$ cat config.mk
export PLATFORM = sky130hd
export DESIGN_NAME = address_translation_session_table_unit
export DESIGN_NICKNAME = d
export VERILOG_FILES = /design/src/hw/rtl/atst_pkg.sv /design/src/hw/rtl/atst_ram.sv /design/src/hw/rtl/atst_ctrl.sv /design/src/hw/rtl/atst_dp.sv /design/src/hw/rtl/address_translation_session_table_unit.sv
export VERILOG_INCLUDE_DIRS = /design/src /design/src/hw/rtl
export SDC_FILE = /design/constraint.sdc
export NUM_CORES = 2
export LEC_CHECK = 0
export BUFFER_PORTS_ARGS = -buffer_cell sky130_fd_sc_hd__buf_2
export CORE_MARGIN = 8
export CORE_UTILIZATION = 35
export CTS_BUF_LIST = sky130_fd_sc_hd__clkbuf_4
export CTS_CLUSTER_DIAMETER = 50
export DETAILED_ROUTE_END_ITERATION = 10
export GPL_TIMING_DRIVEN = 0
export MAX_ROUTING_LAYER = met4
export PLACE_DENSITY = 0.48
export RECOVER_POWER = 50
export SLEW_MARGIN = 0
export SYNTH_ARGS = -nofsm -noshare
export SYNTH_HDL_FRONTEND = slang
export SYNTH_HIERARCHICAL = 1
export SYNTH_SLANG_ARGS = --single-unit
export TNS_END_PERCENT = 50
$ cat constraint.sdc
create_clock -name clk -period 13.3 [get_ports clk]
set_input_delay 1.33 -clock clk [delete_from_list [all_inputs] [get_ports clk]]
set_output_delay 1.33 -clock clk [all_outputs]
set_load 0.005 [all_outputs]
$ cat src/hw/rtl/address_translation_session_table_unit_assert.svh
// ---------------------------------------------------------------------------
// Session table assertion macros
// Shorthand for clocked assertions with asynchronous reset disable.
// ---------------------------------------------------------------------------
`ifndef ADDRESS_TRANSLATION_SESSION_TABLE_UNIT_ASSERT_SVH
`define ADDRESS_TRANSLATION_SESSION_TABLE_UNIT_ASSERT_SVH

// consequent holds in the same cycle as the antecedent
`define ATST_ASSERT_SAME(label, ante, cons, msg) \
	label: assert property (@(posedge clk) disable iff (!arst_n) (ante) |-> (cons)) \
		else $error(msg);

// consequent holds in the cycle after the antecedent
`define ATST_ASSERT_NEXT(label, ante, cons, msg) \
	label: assert property (@(posedge clk) disable iff (!arst_n) (ante) |=> (cons)) \
		else $error(msg);

`endif

$ cat src/hw/rtl/atst_pkg.sv
// ---------------------------------------------------------------------------
// Session table package
// Shared constants, opcodes, controller states and control/status types.
// ---------------------------------------------------------------------------
package atst_pkg;

	localparam int SLOTS_DEF = 16;

	localparam int ADDR_W  = 32;
	localparam int PORT_W  = 16;
	localparam int TIME_W  = 32;
	localparam int SLOT_W  = 8;
	localparam int ENTRY_W = ADDR_W + PORT_W + TIME_W;

	localparam logic [ADDR_W-1:0] LOOPBACK_BASE = 32'h7F00_0000;
	localparam logic [23:0]       LOOPBACK_NET  = 24'h7F_0000;
	localparam logic [SLOT_W-1:0] LOOPBACK_OFS  = 8'd2;

	typedef enum logic [1:0] {
		OP_CREATE     = 2'd0,
		OP_LOOKUP_IN  = 2'd1,
		OP_LOOKUP_OUT = 2'd2,
		OP_NONE       = 2'd3
	} op_t;

	typedef enum logic [1:0] {
		ST_IDLE,
		ST_SCAN,
		ST_WRITE,
		ST_OUT
	} state_t;

	// controller to datapath
	typedef struct packed {
		logic load;
		logic scan;
		logic write;
		logic fin;
	} ctl_t;

	// datapath to controller
	typedef struct packed {
		logic scan_hit;
		logic scan_end;
		logic is_create;
		logic out_busy;
	} sts_t;

endpackage

$ cat src/hw/rtl/atst_ram.sv
// ---------------------------------------------------------------------------
// Generic RAM
// One write port, one read port, registered read data.
// ---------------------------------------------------------------------------
module atst_ram #(
	parameter int WIDTH  = 8,
	parameter int DEPTH  = 16,
	parameter int ADDR_W = (DEPTH > 1) ? $clog2(DEPTH) : 1
) (
	input  logic              clk,
	input  logic              we,
	input  logic [ADDR_W-1:0] waddr,
	input  logic [WIDTH-1:0]  wdata,
	input  logic [ADDR_W-1:0] raddr,
	output logic [WIDTH-1:0]  rdata
);

	logic [WIDTH-1:0] mem_q [DEPTH];

	always_ff @(posedge clk) begin
		if (we) begin
			mem_q[waddr] <= wdata;
		end
		rdata <= mem_q[raddr];
	end

endmodule

$ cat src/hw/rtl/atst_ctrl.sv
// ---------------------------------------------------------------------------
// Session table controller
// Sequences accept, table scan, write-back and result hand-off.
// ---------------------------------------------------------------------------
`include "address_translation_session_table_unit_assert.svh"

module atst_ctrl (
	input  logic          clk,
	input  logic          arst_n,
	input  logic          in_valid,
	output logic          in_ready,
	input  logic [1:0]    command,
	output atst_pkg::ctl_t ctl,
	input  atst_pkg::sts_t sts
);

	import atst_pkg::*;

	state_t state_q;
	state_t state_d;

	always_ff @(posedge clk or negedge arst_n) begin
		if (!arst_n) begin
			state_q <= ST_IDLE;
		end else begin
			state_q <= state_d;
		end
	end

	always_comb begin
		state_d  = state_q;
		ctl      = '0;
		in_ready = 1'b0;
		case (state_q)
			ST_IDLE: begin
				in_ready = 1'b1;
				if (in_valid) begin
					ctl.load = 1'b1;
					// unused opcode: skip the scan, report no match
					state_d  = (op_t'(command) == OP_NONE) ? ST_OUT : ST_SCAN;
				end
			end
			ST_SCAN: begin
				ctl.scan = 1'b1;
				if (sts.scan_hit || sts.scan_end) begin
					state_d = sts.is_create ? ST_WRITE : ST_OUT;
				end
			end
			ST_WRITE: begin
				ctl.write = 1'b1;
				state_d   = ST_OUT;
			end
			ST_OUT: begin
				if (!sts.out_busy) begin
					ctl.fin = 1'b1;
					state_d = ST_IDLE;
				end
			end
			default: begin
				state_d = ST_IDLE;
			end
		endcase
	end

	`ATST_ASSERT_NEXT(a_create_writes, (state_q == ST_SCAN) && sts.is_create && (sts.scan_hit || sts.scan_end), state_q == ST_WRITE, "create scan did not reach write-back")
	`ATST_ASSERT_SAME(a_hit_end_excl, state_q == ST_SCAN, !(sts.scan_hit && sts.scan_end), "scan hit and scan end together")
	`ATST_ASSERT_NEXT(a_fin_to_idle, ctl.fin, state_q == ST_IDLE, "result hand-off did not return to idle")

endmodule

$ cat src/hw/rtl/atst_dp.sv
// ---------------------------------------------------------------------------
// Session table datapath
// Holds the table RAM, valid bits, scan pointer, compare and result words.
// ---------------------------------------------------------------------------
`include "address_translation_session_table_unit_assert.svh"

module atst_dp #(
	parameter int SLOTS = atst_pkg::SLOTS_DEF
) (
	input  logic                          clk,
	input  logic                          arst_n,
	input  atst_pkg::ctl_t                ctl,
	output atst_pkg::sts_t                sts,
	input  logic [1:0]                    command,
	input  logic [atst_pkg::ADDR_W-1:0]   addr,
	input  logic [atst_pkg::PORT_W-1:0]   port,
	input  logic [atst_pkg::TIME_W-1:0]   now,
	output logic                          out_valid,
	input  logic                          out_ready,
	output logic                          found,
	output logic [atst_pkg::SLOT_W-1:0]   slot,
	output logic [atst_pkg::ADDR_W-1:0]   external_addr,
	output logic [atst_pkg::PORT_W-1:0]   external_port,
	output logic [atst_pkg::ADDR_W-1:0]   loopback_addr
);

	import atst_pkg::*;

	localparam int IDX_W = (SLOTS > 1) ? $clog2(SLOTS) : 1;
	localparam int CNT_W = $clog2(SLOTS + 1);
	localparam logic [SLOT_W-1:0] TGT_MAX = SLOT_W'(SLOTS + 1);

	// captured word
	op_t               op_q;
	logic [ADDR_W-1:0] addr_q;
	logic [PORT_W-1:0] port_q;
	logic [TIME_W-1:0] now_q;
	logic              tgt_ok_q;
	logic [IDX_W-1:0]  tgt_idx_q;

	// scan pipeline
	logic [CNT_W-1:0]  iss_cnt_q;
	logic              issue_en;
	logic              cmp_vld_s1;
	logic [IDX_W-1:0]  cmp_idx_s1;
	logic              ent_vld_s1;
	logic [SLOTS-1:0]  valid_q;
	logic [ENTRY_W-1:0] rdata;
	logic [ENTRY_W-1:0] entry;
	logic [ADDR_W-1:0] e_addr;
	logic [PORT_W-1:0] e_port;
	logic [TIME_W-1:0] e_time;
	logic              cmp_act;
	logic              hit_c;
	logic              last_c;
	logic              best_upd;

	// oldest-slot tracker and chosen slot
	logic [TIME_W-1:0] best_time_q;
	logic [IDX_W-1:0]  best_idx_q;
	logic [IDX_W-1:0]  pick_idx_q;

	// pending result
	logic              res_found_q;
	logic [IDX_W-1:0]  res_idx_q;
	logic [ADDR_W-1:0] res_addr_q;
	logic [PORT_W-1:0] res_port_q;
	logic [SLOT_W-1:0] res_slot;

	// output register
	logic              out_valid_q;
	logic              out_found_q;
	logic [SLOT_W-1:0] out_slot_q;
	logic [ADDR_W-1:0] out_addr_q;
	logic [PORT_W-1:0] out_port_q;
	logic [ADDR_W-1:0] out_loop_q;

	assign issue_en = ctl.scan && (iss_cnt_q < CNT_W'(SLOTS));

	atst_ram #(
		.WIDTH (ENTRY_W),
		.DEPTH (SLOTS),
		.ADDR_W(IDX_W)
	) u_ram (
		.clk  (clk),
		.we   (ctl.write),
		.waddr(pick_idx_q),
		.wdata({addr_q, port_q, now_q}),
		.raddr(iss_cnt_q[IDX_W-1:0]),
		.rdata(rdata)
	);

	// never-written entries read as zero
	assign entry  = ent_vld_s1 ? rdata : '0;
	assign e_addr = entry[ENTRY_W-1 -: ADDR_W];
	assign e_port = entry[TIME_W +: PORT_W];
	assign e_time = entry[TIME_W-1:0];

	assign cmp_act  = ctl.scan && cmp_vld_s1;
	assign last_c   = (cmp_idx_s1 == IDX_W'(SLOTS - 1));
	assign best_upd = (best_time_q == '0) || (e_time < best_time_q);

	always_comb begin
		case (op_q)
			OP_CREATE:     hit_c = (e_time == '0);
			OP_LOOKUP_IN:  hit_c = (e_addr == addr_q) && (e_port == port_q);
			OP_LOOKUP_OUT: hit_c = tgt_ok_q && (cmp_idx_s1 == tgt_idx_q);
			default:       hit_c = 1'b0;
		endcase
	end

	assign sts.scan_hit  = cmp_act && hit_c;
	assign sts.scan_end  = cmp_act && last_c && !hit_c;
	assign sts.is_create = (op_q == OP_CREATE);
	assign sts.out_busy  = out_valid_q && !out_ready;

	assign res_slot = SLOT_W'(res_idx_q);

	// control state
	always_ff @(posedge clk or negedge arst_n) begin
		if (!arst_n) begin
			iss_cnt_q   <= '0;
			cmp_vld_s1  <= 1'b0;
			valid_q     <= '0;
			out_valid_q <= 1'b0;
		end else begin
			if (ctl.load) begin
				iss_cnt_q <= '0;
			end else if (issue_en) begin
				iss_cnt_q <= iss_cnt_q + CNT_W'(1);
			end
			cmp_vld_s1 <= issue_en;
			if (ctl.write) begin
				valid_q[pick_idx_q] <= 1'b1;
			end
			if (ctl.fin) begin
				out_valid_q <= 1'b1;
			end else if (out_ready) begin
				out_valid_q <= 1'b0;
			end
		end
	end

	// payload
	always_ff @(posedge clk) begin
		cmp_idx_s1 <= iss_cnt_q[IDX_W-1:0];
		ent_vld_s1 <= valid_q[iss_cnt_q[IDX_W-1:0]];

		if (ctl.load) begin
			op_q        <= op_t'(command);
			addr_q      <= addr;
			port_q      <= port;
			now_q       <= now;
			tgt_ok_q    <= (addr[ADDR_W-1:8] == LOOPBACK_NET) &&
				(addr[7:0] >= LOOPBACK_OFS) && (addr[7:0] <= TGT_MAX);
			tgt_idx_q   <= IDX_W'(addr[7:0] - LOOPBACK_OFS);
			best_time_q <= '0;
			best_idx_q  <= '0;
			pick_idx_q  <= '0;
			res_found_q <= 1'b0;
			res_idx_q   <= '0;
			res_addr_q  <= '0;
			res_port_q  <= '0;
		end

		// track the oldest stamp, first index wins ties
		if (cmp_act && sts.is_create && !hit_c && best_upd) begin
			best_time_q <= e_time;
			best_idx_q  <= cmp_idx_s1;
		end

		if (sts.scan_hit) begin
			pick_idx_q <= cmp_idx_s1;
			if (!sts.is_create) begin
				res_found_q <= 1'b1;
				res_idx_q   <= cmp_idx_s1;
				res_addr_q  <= e_addr;
				res_port_q  <= e_port;
			end
		end else if (sts.scan_end) begin
			pick_idx_q <= best_upd ? cmp_idx_s1 : best_idx_q;
		end

		if (ctl.write) begin
			res_found_q <= 1'b1;
			res_idx_q   <= pick_idx_q;
			res_addr_q  <= addr_q;
			res_port_q  <= port_q;
		end

		if (ctl.fin) begin
			out_found_q <= res_found_q;
			out_slot_q  <= res_slot;
			out_addr_q  <= res_addr_q;
			out_port_q  <= res_port_q;
			out_loop_q  <= res_found_q ?
				(LOOPBACK_BASE | ADDR_W'(res_slot + LOOPBACK_OFS)) : '0;
		end
	end

	assign out_valid     = out_valid_q;
	assign found         = out_found_q;
	assign slot          = out_slot_q;
	assign external_addr = out_addr_q;
	assign external_port = out_port_q;
	assign loopback_addr = out_loop_q;

	`ATST_ASSERT_SAME(a_out_from_fin, $rose(out_valid_q), $past(ctl.fin), "result word appeared without hand-off")
	`ATST_ASSERT_NEXT(a_write_found, ctl.write, res_found_q, "create result not marked found")
	`ATST_ASSERT_SAME(a_pick_range, ctl.write, pick_idx_q <= IDX_W'(SLOTS - 1), "write slot out of range")

endmodule

$ cat src/hw/rtl/address_translation_session_table_unit.sv
// ---------------------------------------------------------------------------
// Address translation session table
// Fixed table of sessions mapping external endpoints to 127.0.0.(slot+2).
// ---------------------------------------------------------------------------
//
//   channel   handshake              word
//   --------  ---------------------  ------------------------------------------
//   in        in_valid / in_ready    command, addr, port, now
//   out       out_valid / out_ready  found, slot, external_addr,
//                                    external_port, loopback_addr
//
// Flow: one word at a time. A create or lookup walks the table RAM one
//   entry per cycle through its single read port; a word passes through
//   accept, the SLOTS reads and their registered compare, write-back for a
//   create, and the hand-off to the output register before the next accept.
//   A hit ends the walk early. The unused opcode skips the walk and goes
//   straight to the hand-off.
// Reset: per-entry valid bits clear at once; an entry never written reads
//   as zero, so no clearing pass runs after reset.
// Stalls: the output register holds a finished result while the next word
//   is accepted and walked; only the final hand-off waits on out_ready.
//
module address_translation_session_table_unit #(
	parameter int SLOTS = atst_pkg::SLOTS_DEF
) (
	input  logic                        clk,
	input  logic                        arst_n,
	input  logic                        in_valid,
	output logic                        in_ready,
	input  logic [1:0]                  command,
	input  logic [atst_pkg::ADDR_W-1:0] addr,
	input  logic [atst_pkg::PORT_W-1:0] port,
	input  logic [atst_pkg::TIME_W-1:0] now,
	output logic                        out_valid,
	input  logic                        out_ready,
	output logic                        found,
	output logic [atst_pkg::SLOT_W-1:0] slot,
	output logic [atst_pkg::ADDR_W-1:0] external_addr,
	output logic [atst_pkg::PORT_W-1:0] external_port,
	output logic [atst_pkg::ADDR_W-1:0] loopback_addr
);

	import atst_pkg::*;

	ctl_t ctl;
	sts_t sts;

	// sequencing: idle, walk, write-back, hand-off
	atst_ctrl u_ctrl (
		.clk     (clk),
		.arst_n  (arst_n),
		.in_valid(in_valid),
		.in_ready(in_ready),
		.command (command),
		.ctl     (ctl),
		.sts     (sts)
	);

	// table storage, compare and result words
	atst_dp #(
		.SLOTS(SLOTS)
	) u_dp (
		.clk          (clk),
		.arst_n       (arst_n),
		.ctl          (ctl),
		.sts          (sts),
		.command      (command),
		.addr         (addr),
		.port         (port),
		.now          (now),
		.out_valid    (out_valid),
		.out_ready    (out_ready),
		.found        (found),
		.slot         (slot),
		.external_addr(external_addr),
		.external_port(external_port),
		.loopback_addr(loopback_addr)
	);

endmodule
# Word level (Yosys, flattened, before mapping)
# Memories as Yosys holds them, arrays and structs flattened. A register that Yosys moved wholly into a read port is not among the register bits.
# Index checks and enable logic that the tools add are counted.
[totals]
mem_bits_rw = 1280
word_cells = 127
regBits = 295
mem_count = 1
[memory_table]
columns = ["memory", "words", "width", "read_ports", "rd_ports_with_merged_regs", "write_ports", "line", "rtl"]
rows = [
  ["u_dp.u_ram.mem_q", 16, 80, 1, 1, 1, "atst_ram.sv:18", "logic [WIDTH-1:0] mem_q [DEPTH];"],
]
[classes]
mux = 48
n_addsub = 3
reduce_logical = 27
order_cmp = 7
n_bitwise = 1
n_eq_ne = 14
[ops]
columns = ["op", "count"]
rows = [
  ["32-bit 2-to-1 mux", 6],
  ["80-bit 2-to-1 mux", 1],
  ["32-bit zero test", 2],
  ["16-bit 2-to-1 mux", 4],
  ["4-bit 2-to-1 mux", 9],
  ["32-bit equality test", 1],
  ["32-bit < comparator", 1],
  ["31-bit 2-to-1 mux", 1],
  ["24-bit by 23-bit equality test with 1-bit output (second input constant)", 1],
  ["1-bit 2-to-1 mux", 17],
  ["16-bit equality test", 1],
  ["16-bit bitwise OR", 1],
  ["1-bit logical AND", 14],
  ["4-bit by 5-bit < comparator with 1-bit output (second input constant)", 2],
  ["5-bit 2-to-1 mux", 2],
  ["2-bit equality test (second input constant)", 4],
  ["8-bit by 2-bit >= comparator with 1-bit output (second input constant)", 1],
  ["8-bit by 5-bit <= comparator with 1-bit output (second input constant)", 1],
  ["2-bit 2-to-1 mux", 4],
  ["2-bit one-hot mux with 4 select lines", 1],
  ["2-bit nonzero test", 3],
  ["4-bit by 2-bit adder with 5-bit output (second input constant)", 1],
  ["5-bit by 1-bit adder with 5-bit output (second input constant)", 1],
  ["5-bit < comparator (second input constant)", 1],
  ["other kinds (15)", 20],
]

# Logic depth before layout (Yosys ltp)
[logic_depth]
depth_word = 9
ltp_mapped = 15
mapped_depth_nobuf = 11

# Cells and area by module
# The synthesis kept the hierarchy.
[modules_own_cells]
columns = ["module", "area_each_um2", "cells_per_inst", "n_inst", "seq_area_each_um2"]
rows = [
  ["atst_ram", 49422.4, 2054, 1, 40038.4],
  ["atst_dp", 11875.1, 936, 1, 7262.0],
  ["atst_ctrl", 192.7, 19, 1, 50.0],
]

# Worst setup path after synthesis
# OpenSTA, ideal clock, no wires.
[synth_timing]
path_type = "reg2reg"
start = "reg u_ctrl.state_q[0]"
end = "mem u_dp/u_ram/mem_q[0][0] (netlist bit), enable pin"
path_stages_with_launch = 5
t_required_ns = 12.684
setup_ns = 0.616
arrival_ns = 6.631
setup_slack_ns = 6.053
period_less_slack_ns = 7.247
path_cell_list = "dfrtp_1 -> inv_1 -> ha_1 -> or3b_2 -> nor3_1"
[synth_rtl]
columns = ["element", "line", "rtl"]
rows = [
  ["from (decl)", "atst_ctrl.sv:19", "state_t state_q;"],
  ["from (signal assigned)", "atst_ctrl.sv:26", "state_q <= state_d;"],
  ["to (decl)", "atst_ram.sv:18", ""],
]

==> impl_results.md <==
* Synth Register Bits at 1627
* First-pass iteration count of the detailed router at 5
* Setup repair after global routing missed its margin: no
* Worst-Margin Slew at 3.43 ns
* Full die area at 0.189 mm2
* Post-route antenna net violation count at 0
* Final period util at 0.472
* I/O pin count at 177
* Number of sinks on the clock net at 1627
* Required time worst endpoint at 14.47 ns
* Hold bufs inserted after CTS at 13
* Wirelength, routed at 173000 um
* NetSw at 0.00206 W
* CTS clock-pin slew for the worst setup and hold paths at 0.06 ns
* Placeable Area at 0.175 mm2
* Maximum number of pins on one net before global-route repair at 46
* Worst-case clock buffer depth at 4
* Type of element capturing the critical path: flip-flop
* Core Rows at 154
* Post-layout utilization of the core at 0.414
* Achievable clock frequency at 0.159 GHz
* Max-slew violations at 138
* P per Cell Area at 136 mW/mm2
* Worst IR Drop VDD at 0.0000830 V
* Worst Path Buf+Inv at 5
* Count of endpoints failing hold in the final timing report at 0
* Final Wtd Congestion at 0.830
* Max-cap violation count at 10
* Number of distinct library cell variants in the gate-level netlist after synthesis at 69
* Worst Setup Path Type: reg -> reg
* Most frequent standard cell in the layout excluding fill and tap cells: edfxtp_1
* Tightest hold margin at 0.199 ns
* Per-instance average area after synthesis at 20.4 um2
* Commonest non-fill, non-tap cells in the layout: edfxtp_1, clkbuf_4, mux4_2, a22oi_1, buf_2
* Chip width at 435 um
* Class of the tightest hold or removal check: in -> reg
* Number of port buffers at 152
* Headroom to the max-slew limit at -1.29
* Async set-or-reset flop fraction in the synthesized netlist at 0.0154
* Maximum level of the CTS H-tree at 5
* Non-Filler Instances at 6439
* Final setup violation count at 0
* Vias at 32.8k
* Final setup skew at 0.137 ns
* Dominant delay contributor by cell family on the critical path: simple AND/OR/NAND/NOR gates
* Via-to-Cell Ratio at 5.09
* Delay of the slowest cell on the worst path at 2.52 ns
* Failing checks: max-capacitance violations, max-slew violations
* Ratio of cells with drive above 1 in the final layout at 0.330
* Kind of launch point of the worst setup path: flip-flop
* Switching power share of the total at 0.208
* Detailed-route wire length per cell at 26.9 um
* Post-synthesis cell count at 3009
* Instance area at placement at 0.0670 mm2
* Effective utilization at floorplan at 0.351
* Total global-route track usage at 0.184
* Total setup buffers inserted after CTS at 0
* Warning count from the yosys run at 6
* Clock root buffer master: clkbuf_4
* Largest fanout of any net on the critical path at 45
* Portion of the post-synthesis area used by sequential elements at 0.770
* Number of remaining DRC errors at 0
* Count of fill cells added during filler insertion at 16.0k
* Static Leakage at 25.3 nW
* Worst-path cell chain: inv_1 > ha_1 > and2_0 > buf_16 > buf_1 > nor2_1 > and3_1 > clkbuf_1 > clkbuf_1 > a221o_1
* Antenna violations before repair at 7
* Total instance count after detailed placement at 5625
* # nets final at 3867
* Overflow after GRT at 0
* Total area of multi-input combinational cells at 0.0131 mm2
* Pint at 0.00783 W
* Number of global-route vias before repair at 34.3k
* CTS resizes at 0
* Number of clock buffers inserted by TritonCTS at 443
* Estimated wirelength of the detail-placed design at 112000 um
* Die height at 435 um
* Predominant post-synthesis flop cell: edfxtp_1
* Number of flops mapped to enable cells by yosys at 1464
* Layout Cell Area excl Fill at 0.0726 mm2
* Fraction of power consumed by the clock network at 0.442
* CP max-delay cell: and2_0
* Part of the power in combinational logic at 0.003
* Final critical-path required period at 6.28 ns
* Sequential cell area at 0.0474 mm2
* Wire length of the first global-routing pass at 246000 um
* CTS tree: built
* Layout Area Growth over Synthesis at 18.1%
* Total standard cell area after synthesis at 0.0615 mm2
* Most numerous cell on the critical path: clkbuf_1
* Data arrival time of the worst path at 7.45 ns
* Outcome: complete, but fails checks
* Worst-Skew Late Latency at 1.35 ns
* Starting DRC count in detailed routing at 2709
* Relative contribution of sequential cells to total power at 0.555
-- through the flow --
stage | TNS (ns) | total power (W) | setup WS (ns)
after floorplan | 0 | 0.00561 | 6.05
after global placement | -635.18 | 0.00563 | -2.08
after detailed placement | 0 | 0.00563 | 8.17
after CTS | 0 | 0.0101 | 8.07
after global routing | 0 | 0.0103 | 6.42
final | 0 | 0.00989 | 7.02
-- routing by layer --
metal  track usage  share of wire  vias to the layer above
li1              -              -                    14200
met1         0.225           0.41                    17200
met2         0.306           0.51                     1111
met3        0.0367          0.052                      314
met4        0.0632          0.030                        0
met5             -              0                        -
-- power by group through the flow --
| stage | clock network, W | logic (W) | registers, W |
|---|---|---|---|
| 5_1_grt | 0.00480 | 0.0000330 | 0.00548 |
| 3_3_place_gp | 0 | 0.0000289 | 0.00560 |
| 6_report | 0.00437 | 0.0000303 | 0.00549 |
| 3_5_place_dp | 0 | 0.0000293 | 0.00560 |
| 2_1_floorplan | 0 | 0.00000798 | 0.00560 |
| 4_1_cts | 0.00455 | 0.0000324 | 0.00549 |
-- cell families (layout without fill, tap and decap cells) --
| family | Yosys count | after routing | share of synthesized area |
|---|---|---|---|
| AOI/OAI and AO/OA | 322 | 322 | 0.0410 |
| xor gates and xnor gates | 20 | 20 | 0.00285 |
| other | 1 | 34 | 0.0000610 |
| DFF | 1627 | 1627 | 0.770 |
| and+or+nand+nor | 432 | 432 | 0.0394 |
| buffers and inverters | 241 | 1298 | 0.0194 |
| muxes | 328 | 328 | 0.120 |
| adders and majority gates | 38 | 38 | 0.00773 |
-- worst reg2reg max path, stage by stage, from the launching register on --
cell and delay [ns]:
dfrtp_1 0.43, inv_1 0.12, ha_1 0.39, and2_0 2.53
buf_16 0.28, buf_1 0.64, nor2_1 0.14, and3_1 0.28
clkbuf_1 0.41, clkbuf_1 0.46, a221o_1 0.46
-- path summary, 6_finish.rpt --
kind                              startpoint                   to  slack [ns]  depth (start not counted)
max                        u_ctrl/state_q[1]  u_dp/res_addr_q[26]        7.02                         10
min                                 port[13]      u_dp/port_q[13]        0.20                          1
max reg2reg                u_ctrl/state_q[1]  u_dp/res_addr_q[26]        7.02                         10
min reg2reg                u_dp/iss_cnt_q[0]   u_dp/cmp_idx_s1[0]        0.40                          0
max in group asynchronous             arst_n      u_dp/valid_q[1]       11.32                          2
min in group asynchronous             arst_n    u_ctrl/state_q[1]        0.99                          2
-- flip-flops by register name, summed over array words and instances, names as in the netlist, 2 cells and up --
| register | count |
|---|---|
| u_ctrl/state_q | 2 |
| u_dp/addr_q | 32 |
| u_dp/best_idx_q | 4 |
| u_dp/best_time_q | 32 |
| u_dp/cmp_idx_s1 | 4 |
| u_dp/external_addr | 32 |
| u_dp/external_port | 16 |
| u_dp/iss_cnt_q | 5 |
| u_dp/loopback_addr | 6 |
| u_dp/now_q | 32 |
| u_dp/op_q | 2 |
| u_dp/pick_idx_q | 4 |
| u_dp/port_q | 16 |
| u_dp/res_addr_q | 32 |
| u_dp/res_idx_q | 4 |
| u_dp/res_port_q | 16 |
| u_dp/slot | 4 |
| u_dp/tgt_idx_q | 3 |
| u_dp/u_ram/mem_q | 1280 |
| u_dp/u_ram/rdata | 80 |
| u_dp/valid_q | 16 |
-- final cells by class --
cell class,count,share of cell area
sequential,1627,0.652
multi-input combinational,1164,0.180
buffer,175,0.0130
timing repair buffer,266,0.0340
antenna,10,0.000345
inverter,66,0.00341
clock buffer,677,0.0700
tap,2340,0.0403
clock inverter,114,0.00667
-- cell usage after synthesis (all sizes together), types with 11 or more instances --
cell	instances	area, um2
edfxtp	1464	44000
mux4	325	7320
a22oi	162	1220
dfxtp	138	2760
and2	123	771
buf	106	687
nand2	94	353
clkbuf	69	259
inv	66	248
a221o	49	490
nor2	42	158
nor2b	41	257
nor4	39	278
ha	38	475
dfrtp	25	626
a21o	22	165
nor3	19	95.1
nand4	16	100
a21oi	15	78.8
nand3	13	65.1
xor2	12	105
o21ai	11	55.1
(Power assumes the default switching activity.)
